## src/psh_pkg.sv

```systemverilog
// Shared constants, codes and types of the presmoothed survival / hazard estimator.
// No dependencies; psh_div and the top level import it.
package psh_pkg;

  // Default table depth
  localparam int unsigned MAX_ENTRIES_DEF = 1024;

  // Field widths
  localparam int unsigned IDX_W    = 10;
  localparam int unsigned TIME_W   = 32;
  localparam int unsigned WGT_W    = 16;
  localparam int unsigned EST_W    = 32;
  localparam int unsigned CNT_W    = 11;
  localparam int unsigned IN_TDATA_W = 64;

  // Term numerator: weight Q1.15 moved to Q.24
  localparam int unsigned WGT_SHIFT = 9;
  localparam int unsigned NUM_W     = WGT_W + WGT_SHIFT;
  localparam int unsigned FRAC_W    = 24;

  // Divider: quotient bits retired per cycle
  localparam int unsigned DIV_BITS  = 5;
  localparam int unsigned DIV_STEPS = NUM_W / DIV_BITS;

  localparam logic [EST_W-1:0] ONE_Q24 = EST_W'(1) << FRAC_W;
  localparam logic [EST_W-1:0] EST_MAX = '1;

  // Configuration register indexes
  typedef enum logic {
    REG_MODE  = 1'b0,
    REG_COUNT = 1'b1
  } reg_idx_e;

  // Request kinds (tuser)
  typedef enum logic {
    ACT_LOAD  = 1'b0,
    ACT_QUERY = 1'b1
  } action_e;

  // Estimand modes
  typedef enum logic {
    MODE_SURV   = 1'b0,
    MODE_HAZARD = 1'b1
  } mode_e;

  // Query sequencer, one-hot
  typedef enum logic [5:0] {
    ST_IDLE  = 6'b000001,
    ST_READ  = 6'b000010,
    ST_CHECK = 6'b000100,
    ST_DIV   = 6'b001000,
    ST_MUL   = 6'b010000,
    ST_FIN   = 6'b100000
  } state_e;

endpackage

```

## src/psh_div.sv

```systemverilog
// Iterative restoring divider for the per-entry term weight * 2^9 / divisor.
// Depends on psh_pkg for the numerator width and bits retired per cycle.
module psh_div #(
  parameter int unsigned DW = 11
) (
  input  logic                      clk_i,
  input  logic                      rst_ni,
  input  logic                      start_i,
  input  logic [psh_pkg::NUM_W-1:0] num_i,
  input  logic [DW-1:0]             den_i,
  output logic                      done_o,
  output logic [psh_pkg::NUM_W-1:0] quo_o
);
  import psh_pkg::*;

  localparam int unsigned SC_W = (DIV_STEPS > 1) ? $clog2(DIV_STEPS) : 1;

  logic [NUM_W-1:0] num_q, num_d;
  logic [NUM_W-1:0] quo_q, quo_d;
  logic [DW-1:0]    rem_q, rem_d;
  logic [DW-1:0]    den_q;
  logic [SC_W-1:0]  step_q;
  logic             busy_q, done_q;

  // Retire DIV_BITS quotient bits
  always_comb begin
    logic [DW:0] trial;
    num_d = num_q;
    quo_d = quo_q;
    rem_d = rem_q;
    for (int k = 0; k < DIV_BITS; k++) begin
      trial = {rem_d, num_d[NUM_W-1]};
      num_d = {num_d[NUM_W-2:0], 1'b0};
      if (trial >= {1'b0, den_q}) begin
        trial = trial - {1'b0, den_q};
        quo_d = {quo_d[NUM_W-2:0], 1'b1};
      end else begin
        quo_d = {quo_d[NUM_W-2:0], 1'b0};
      end
      rem_d = trial[DW-1:0];
    end
  end

  // Operand and partial registers
  always_ff @(posedge clk_i) begin
    if (start_i) begin
      num_q <= num_i;
      den_q <= den_i;
      rem_q <= '0;
      quo_q <= '0;
    end else if (busy_q) begin
      num_q <= num_d;
      rem_q <= rem_d;
      quo_q <= quo_d;
    end
  end

  // Step control
  always_ff @(posedge clk_i or negedge rst_ni) begin
    if (!rst_ni) begin
      busy_q <= 1'b0;
      done_q <= 1'b0;
      step_q <= '0;
    end else begin
      done_q <= 1'b0;
      if (start_i) begin
        busy_q <= 1'b1;
        step_q <= '0;
      end else if (busy_q) begin
        if (step_q == SC_W'(DIV_STEPS - 1)) begin
          busy_q <= 1'b0;
          done_q <= 1'b1;
        end
        step_q <= step_q + SC_W'(1);
      end
    end
  end

  assign done_o = done_q;
  assign quo_o  = quo_q;

endmodule

```

## config.mk

```make
export PLATFORM = sky130hd
export DESIGN_NAME = psh_div
export DESIGN_NICKNAME = d
export VERILOG_FILES = /design/src/psh_pkg.sv /design/src/psh_div.sv
export SDC_FILE = /design/constraint.sdc
export NUM_CORES = 1
export LEC_CHECK = 0
export CAP_MARGIN = 20
export CORE_UTILIZATION = 50
export DETAILED_ROUTE_END_ITERATION = 10
export DONT_BUFFER_PORTS = 1
export GPL_TIMING_DRIVEN = 0
export HOLD_SLACK_MARGIN = 0.05
export RECOVER_POWER = 50
export SLEW_MARGIN = 20
export SYNTH_ARGS = -nofsm -noshare
export SYNTH_HDL_FRONTEND = slang
export SYNTH_SLANG_ARGS = --single-unit
```

## constraint.sdc

```tcl
create_clock -name clk_i -period 14.1 [get_ports clk_i]
set_clock_uncertainty 0.2 [all_clocks]
set_input_delay 2.82 -clock clk_i [delete_from_list [all_inputs] [get_ports clk_i]]
set_output_delay 2.82 -clock clk_i [all_outputs]
set_load 0.05 [all_outputs]
```

* After elaboration in Yosys (flattened, before gate mapping)
Cells that the tools add are included.
** Operators by class
- $add $sub $neg :: 6
- $lt $le $gt $ge :: 5
- Eq/ne operators :: 1
- Muxes and demuxes :: 20
- Reductions and logical operators :: 1
** Operators by type and width (number)
- $ge A12 B11 Y1 :: 5
- $mux W11 :: 5
- $sub A11 B11 Y11 :: 5
- $mux W25 :: 2
- $mux W1 :: 11
- $mux W3 :: 2
- $add A3 B1 Y3 const B :: 1
- $eq A3 B3 Y1 const B :: 1
- $reduce_bool A2 Y1 :: 1
** Storage, ports and cells
- Register bits :: 77
- Bits of input ports :: 39
- Output and inout bits :: 26
- Logic and storage cells :: 40

* Depth between registers and ports, before layout
- Word-level depth :: 10
- Gate-level depth with buffers :: 54
- Gate-level depth less buffers :: 48

* Least setup slack after synthesis
Ideal clock, no wire load.
- Path kind :: register to register
- Start point :: reg den_q[0]
- End point :: reg rem_q[10]
- Library setup time :: 0.077 ns
- Arrival time :: 10.401 ns
- Required time :: 13.823 ns
- Setup slack :: 3.422 ns
- Cell stages (with the launch flop) :: 48
- Path buffers :: 5
- Period minus slack after synthesis :: 10.678 ns
- Path through :: edfxtp_1 ha_1 fa_1 nand2b_1 a211oi_4 o311ai_2 and2_1 buf_4 buf_2 nand2_1 o21ai_0 fa_1 a211oi_1 o21ai_0 a221oi_1 o31ai_1 buf_2 mux2_2 (+12 left out) nor2_1 o21bai_1 o41a_1 a311oi_1 clkbuf_1 nor2_1 or2_2 ha_1 or2_2 a21oi_1 a311oi_1 o21ai_0 nand2b_1 a211oi_1 o21ai_1 clkbuf_1 a2111o_1 o211ai_2
** On the way
- Cells in the longest elaborated chain, start to end :: 10
- Elaborated cells on any way between the ends :: 15
- Those cells by class :: 5 x add/sub; 5 x order compare; 5 x mux
** Ends and longest elaborated chain
- from (decl) :: line psh_div.sv:21 : logic [DW-1:0] den_q;
- from (signal assigned) :: line psh_div.sv:48 : den_q <= den_i;
- $sub A11 B11 Y11 or $ge A12 B11 Y1 (tied branches) :: line psh_div.sv:35, psh_div.sv:34
- $mux W11 :: line psh_div.sv:34 : if (trial >= {1'b0, den_q}) begin
- $sub A11 B11 Y11 or $ge A12 B11 Y1 (tied branches) :: line psh_div.sv:35, psh_div.sv:34
- $mux W11 :: line psh_div.sv:34
- $sub A11 B11 Y11 or $ge A12 B11 Y1 (tied branches) :: line psh_div.sv:35, psh_div.sv:34
- $mux W11 :: line psh_div.sv:34
- $sub A11 B11 Y11 or $ge A12 B11 Y1 (tied branches) :: line psh_div.sv:35, psh_div.sv:34
- $mux W11 :: line psh_div.sv:34
- $sub A11 B11 Y11 or $ge A12 B11 Y1 (tied branches) :: line psh_div.sv:35, psh_div.sv:34
- $mux W11 * :: line psh_div.sv:34
- to (signal assigned) :: line psh_div.sv:53 : rem_q <= rem_d;
- to (decl) :: line psh_div.sv:20 : logic [DW-1:0] rem_q, rem_d;
Every way passes the cells marked *; elsewhere a longest branch is shown, timed or not.
A chain may end at the register's enable or synchronous reset.

* Worst setup path after layout
- Start point :: reg den_q[0]
- End point :: reg rem_q[7]
Same word-level chain as after synthesis.

==> metrics <==
Syn Inst Count about 700; slew margin rel. 0.5044; flops & latches, synth 77; post-synthesis adder-cell area fraction 0.1285; post-layout min period 12.98 ns; worst hold path cell count 2; CP dominant cell by count o21ai_0; Synth Area in Compound Gates 0.1982; setup_tns 0 ns; Max Cap Viol 0; syn_area_per_cell roughly 9.0 um^2; die width 114.5 um; Critical Path Fanout Max 10; DR pass1 iterations 5; R2R cell count 49; Fin. Hold Viols 0; largest family of logic cells by synthesized area compound AO/OA/AOI/OAI gates; RSZ-0062 raised after global routing no; post-DR vias/cell between 5 and 6; max-slew violation count 0; status finished, final reports clean; hold crit path type reg -> reg; commonest non-fill, non-tap cells in the layout nor2_1 (71), ha_1 (57), inv_1 (51), nand2_1 (42); unique cell type count in the Yosys netlist 70; Port Buffers 0; n_diodes 0; detailed-placement wirelength estimate 13210 um; leading cell type in the layout, fill and taps excluded nor2_1; area grow syn2layout 7.055%; slowest stage cell, crit path edfxtp_1; Root Driver clkbuf_16; IO Pins 65; Clock Sinks 77; CP endpoint kind flip-flop; drt drc 0; Final period util 0.9207; # nets final between 800 and 900; maximum clock path buffer count 2; vias 5273; post-synthesis xor/xnor area fraction 0.03874; Initial Util 0.5206; fmax roughly 77 MHz; mapped cell area between 6000 and 7000 um^2; multiplexer share of the synthesized area 0.09921; vias in the first global route 5268; slowest stage delay, CP 0.54 ns; layout cells sized above 1 0.1116; FILL cells ~1200; Seq/Total Area, Yosys 0.3043; number of DRC markers in iteration 0 320; simple-gate share of the synthesized area 0.1605; DIE HEIGHT about 110 um; EDFF count, synth 36; Worst EP arrival around 13 ns; largest net degree at the start of global routing 27; gr ovfl total 0; CTS tree yes; class of the most critical setup path reg -> reg; Num CTS Buffers 9; die area between 10000 and 15000 um^2; gpl congestion about 0.96; Clock transition at path regs ~0.06 ns; syn nets around 800; post-DR wirelength/cell between 15 and 20 um; Worst EP required about 14 ns; overall routing resource usage 0.2722; Total Wirelength ~17000 um; core area 12160 um^2; CTS Hold Bufs 0; top_reg_cell synth edfxtp_1; Startpoint Class flip-flop; Routed Antenna Nets 0; worst-margin pin slew between 0.7 and 0.8 ns; first-pass GRT wire length approximately 27000 um; setup violators final 0; Row Count 40; H-tree Lvls 3; Synth async-reset ratio 0.06494; initial antenna violation count 0; synth warn 0; worst-skew pair later-pin latency 0.34 ns
==> kinds of logic (layout without fill, tap and decap cells) <==
logic type | count (synthesis) | count (layout)
DFF | 77 | 77
adders and majority gates | 62 | 62
and+or+nand+nor | 211 | 211
xor gates and xnor gates | 28 | 28
muxes | 59 | 59
AOI/OAI and AO/OA | 170 | 170
buffers and inverters | 94 | 110
==> cell usage after synthesis, types with 4 or more instances <==
| cell type | count | area [um^2] |
|---|---|---|
| nand2b_1 | 9 | 56.30 |
| xor2_1 | 14 | 122.6 |
| o21ai_1 | 5 | 25.02 |
| nor2b_1 | 13 | 81.33 |
| and2_1 | 7 | 43.79 |
| o21a_1 | 8 | 60.06 |
| nand3_1 | 13 | 65.06 |
| nand2_1 | 42 | 157.7 |
| edfxtp_1 | 36 | 1081 |
| o311ai_1 | 5 | 43.79 |
| a211oi_1 | 8 | 60.06 |
| mux2_2 | 30 | 337.8 |
| a311oi_1 | 7 | 61.31 |
| a21o_1 | 14 | 105.1 |
| a211o_1 | 6 | 52.55 |
| ha_1 | 57 | 713.2 |
| nor3_1 | 20 | 100.1 |
| or2_2 | 10 | 62.56 |
| a21oi_1 | 24 | 120.1 |
| mux2i_1 | 29 | 290.3 |
| buf_2 | 6 | 30.03 |
| a21boi_0 | 8 | 60.06 |
| xnor2_1 | 14 | 122.6 |
| clkbuf_1 | 12 | 45.04 |
| o211ai_1 | 10 | 75.07 |
| dfrtp_1 | 5 | 125.1 |
| nor2_1 | 71 | 266.5 |
| or3_1 | 6 | 37.54 |
| o2111ai_1 | 7 | 61.31 |
| fa_1 | 5 | 100.1 |
| inv_1 | 50 | 187.7 |
| buf_4 | 21 | 157.7 |
| dfxtp_1 | 36 | 720.7 |
| buf_1 | 4 | 15.01 |
| o21ai_0 | 28 | 140.1 |
| nand4_1 | 8 | 50.05 |
| o31ai_1 | 7 | 52.55 |
==> final timing paths <==
| path | startpoint | endpoint | slack (ns) |
|---|---|---|---|
| min in group asynchronous | rst_ni | done_o | 1.97 |
| min | rem_q[0] | rem_q[0] | 0.31 |
| max in group asynchronous | rst_ni | busy_q | 11.65 |
| max | den_q[0] | rem_q[7] | 1.12 |
| max reg2reg | den_q[0] | rem_q[7] | 1.12 |
| min reg2reg | rem_q[0] | rem_q[0] | 0.31 |
==> metrics by stage <==
stage / setup WS [ns] / utilization / cells / hold slack [ns] / instance area (um^2)
3_3_place_gp: 0.8497 / 0.5379 / 869 / 0.3022 / 6541
6_report: 1.118 / 0.5573 / 885 / 0.3106 / 6778
2_1_floorplan: 3.422 / - / 701 / 0.2733 / 6331
5_1_grt: 0.1104 / 0.5573 / 885 / 0.3356 / 6778
3_5_place_dp: 0.8834 / 0.5379 / 869 / 0.3088 / 6541
4_1_cts: 0.8539 / 0.5621 / 885 / 0.3167 / 6837
==> per-layer routing <==
metal | wire (um) | track usage | vias to the layer above
met5 | 0 | 0 | -
met4 | 396 | 0.08918 | 0
met3 | 853 | 0.04817 | 30
met2 | 7973 | 0.4655 | 155
met1 | 7591 | 0.3474 | 2513
li1 | - | - | 2575
==> what timing repair did <==
| action | CTS | global route |
|---|---|---|
| setup buffers | 0 | 0 |
| setup endpoints to repair | 0 | 11 |
| gates resized for setup | 0 | 3 |
==> worst max-delay path: cells and delay by family (launching register included) <==
family / cells / cell delay [ns]
AO/OA/AOI/OAI: 24 / 5.86
AND/OR/NAND/NOR: 12 / 2.21
buffers and inverters: 7 / 1.71
flip-flops: 1 / 0.54
adder cells (fa/ha/maj): 6 / 2.26
==> area by class of cell <==
type | instances | area [um^2] | area share
well taps | 168 | 210.2 | 0.03101
multi-input cells | 530 | 3961 | 0.5845
clock buffers | 9 | 225.2 | 0.03323
clock inverters | 7 | 70.07 | 0.01034
plain buffers | 44 | 196.4 | 0.02898
inverters | 50 | 187.7 | 0.02769
flip-flops and latches | 77 | 1927 | 0.2843
==> flip-flops by register name, indices dropped and copies added, names as in the netlist <==
| name | cells |
|---|---|
| num_q | 25 |
| rem_q | 11 |
| done_o | 1 |
| busy_q | 1 |
| den_q | 11 |
| step_q | 3 |
| quo_o | 25 |
Power is not shown: default switching activity piles up to over one toggle a cycle in this logic, so the estimate is an artifact.
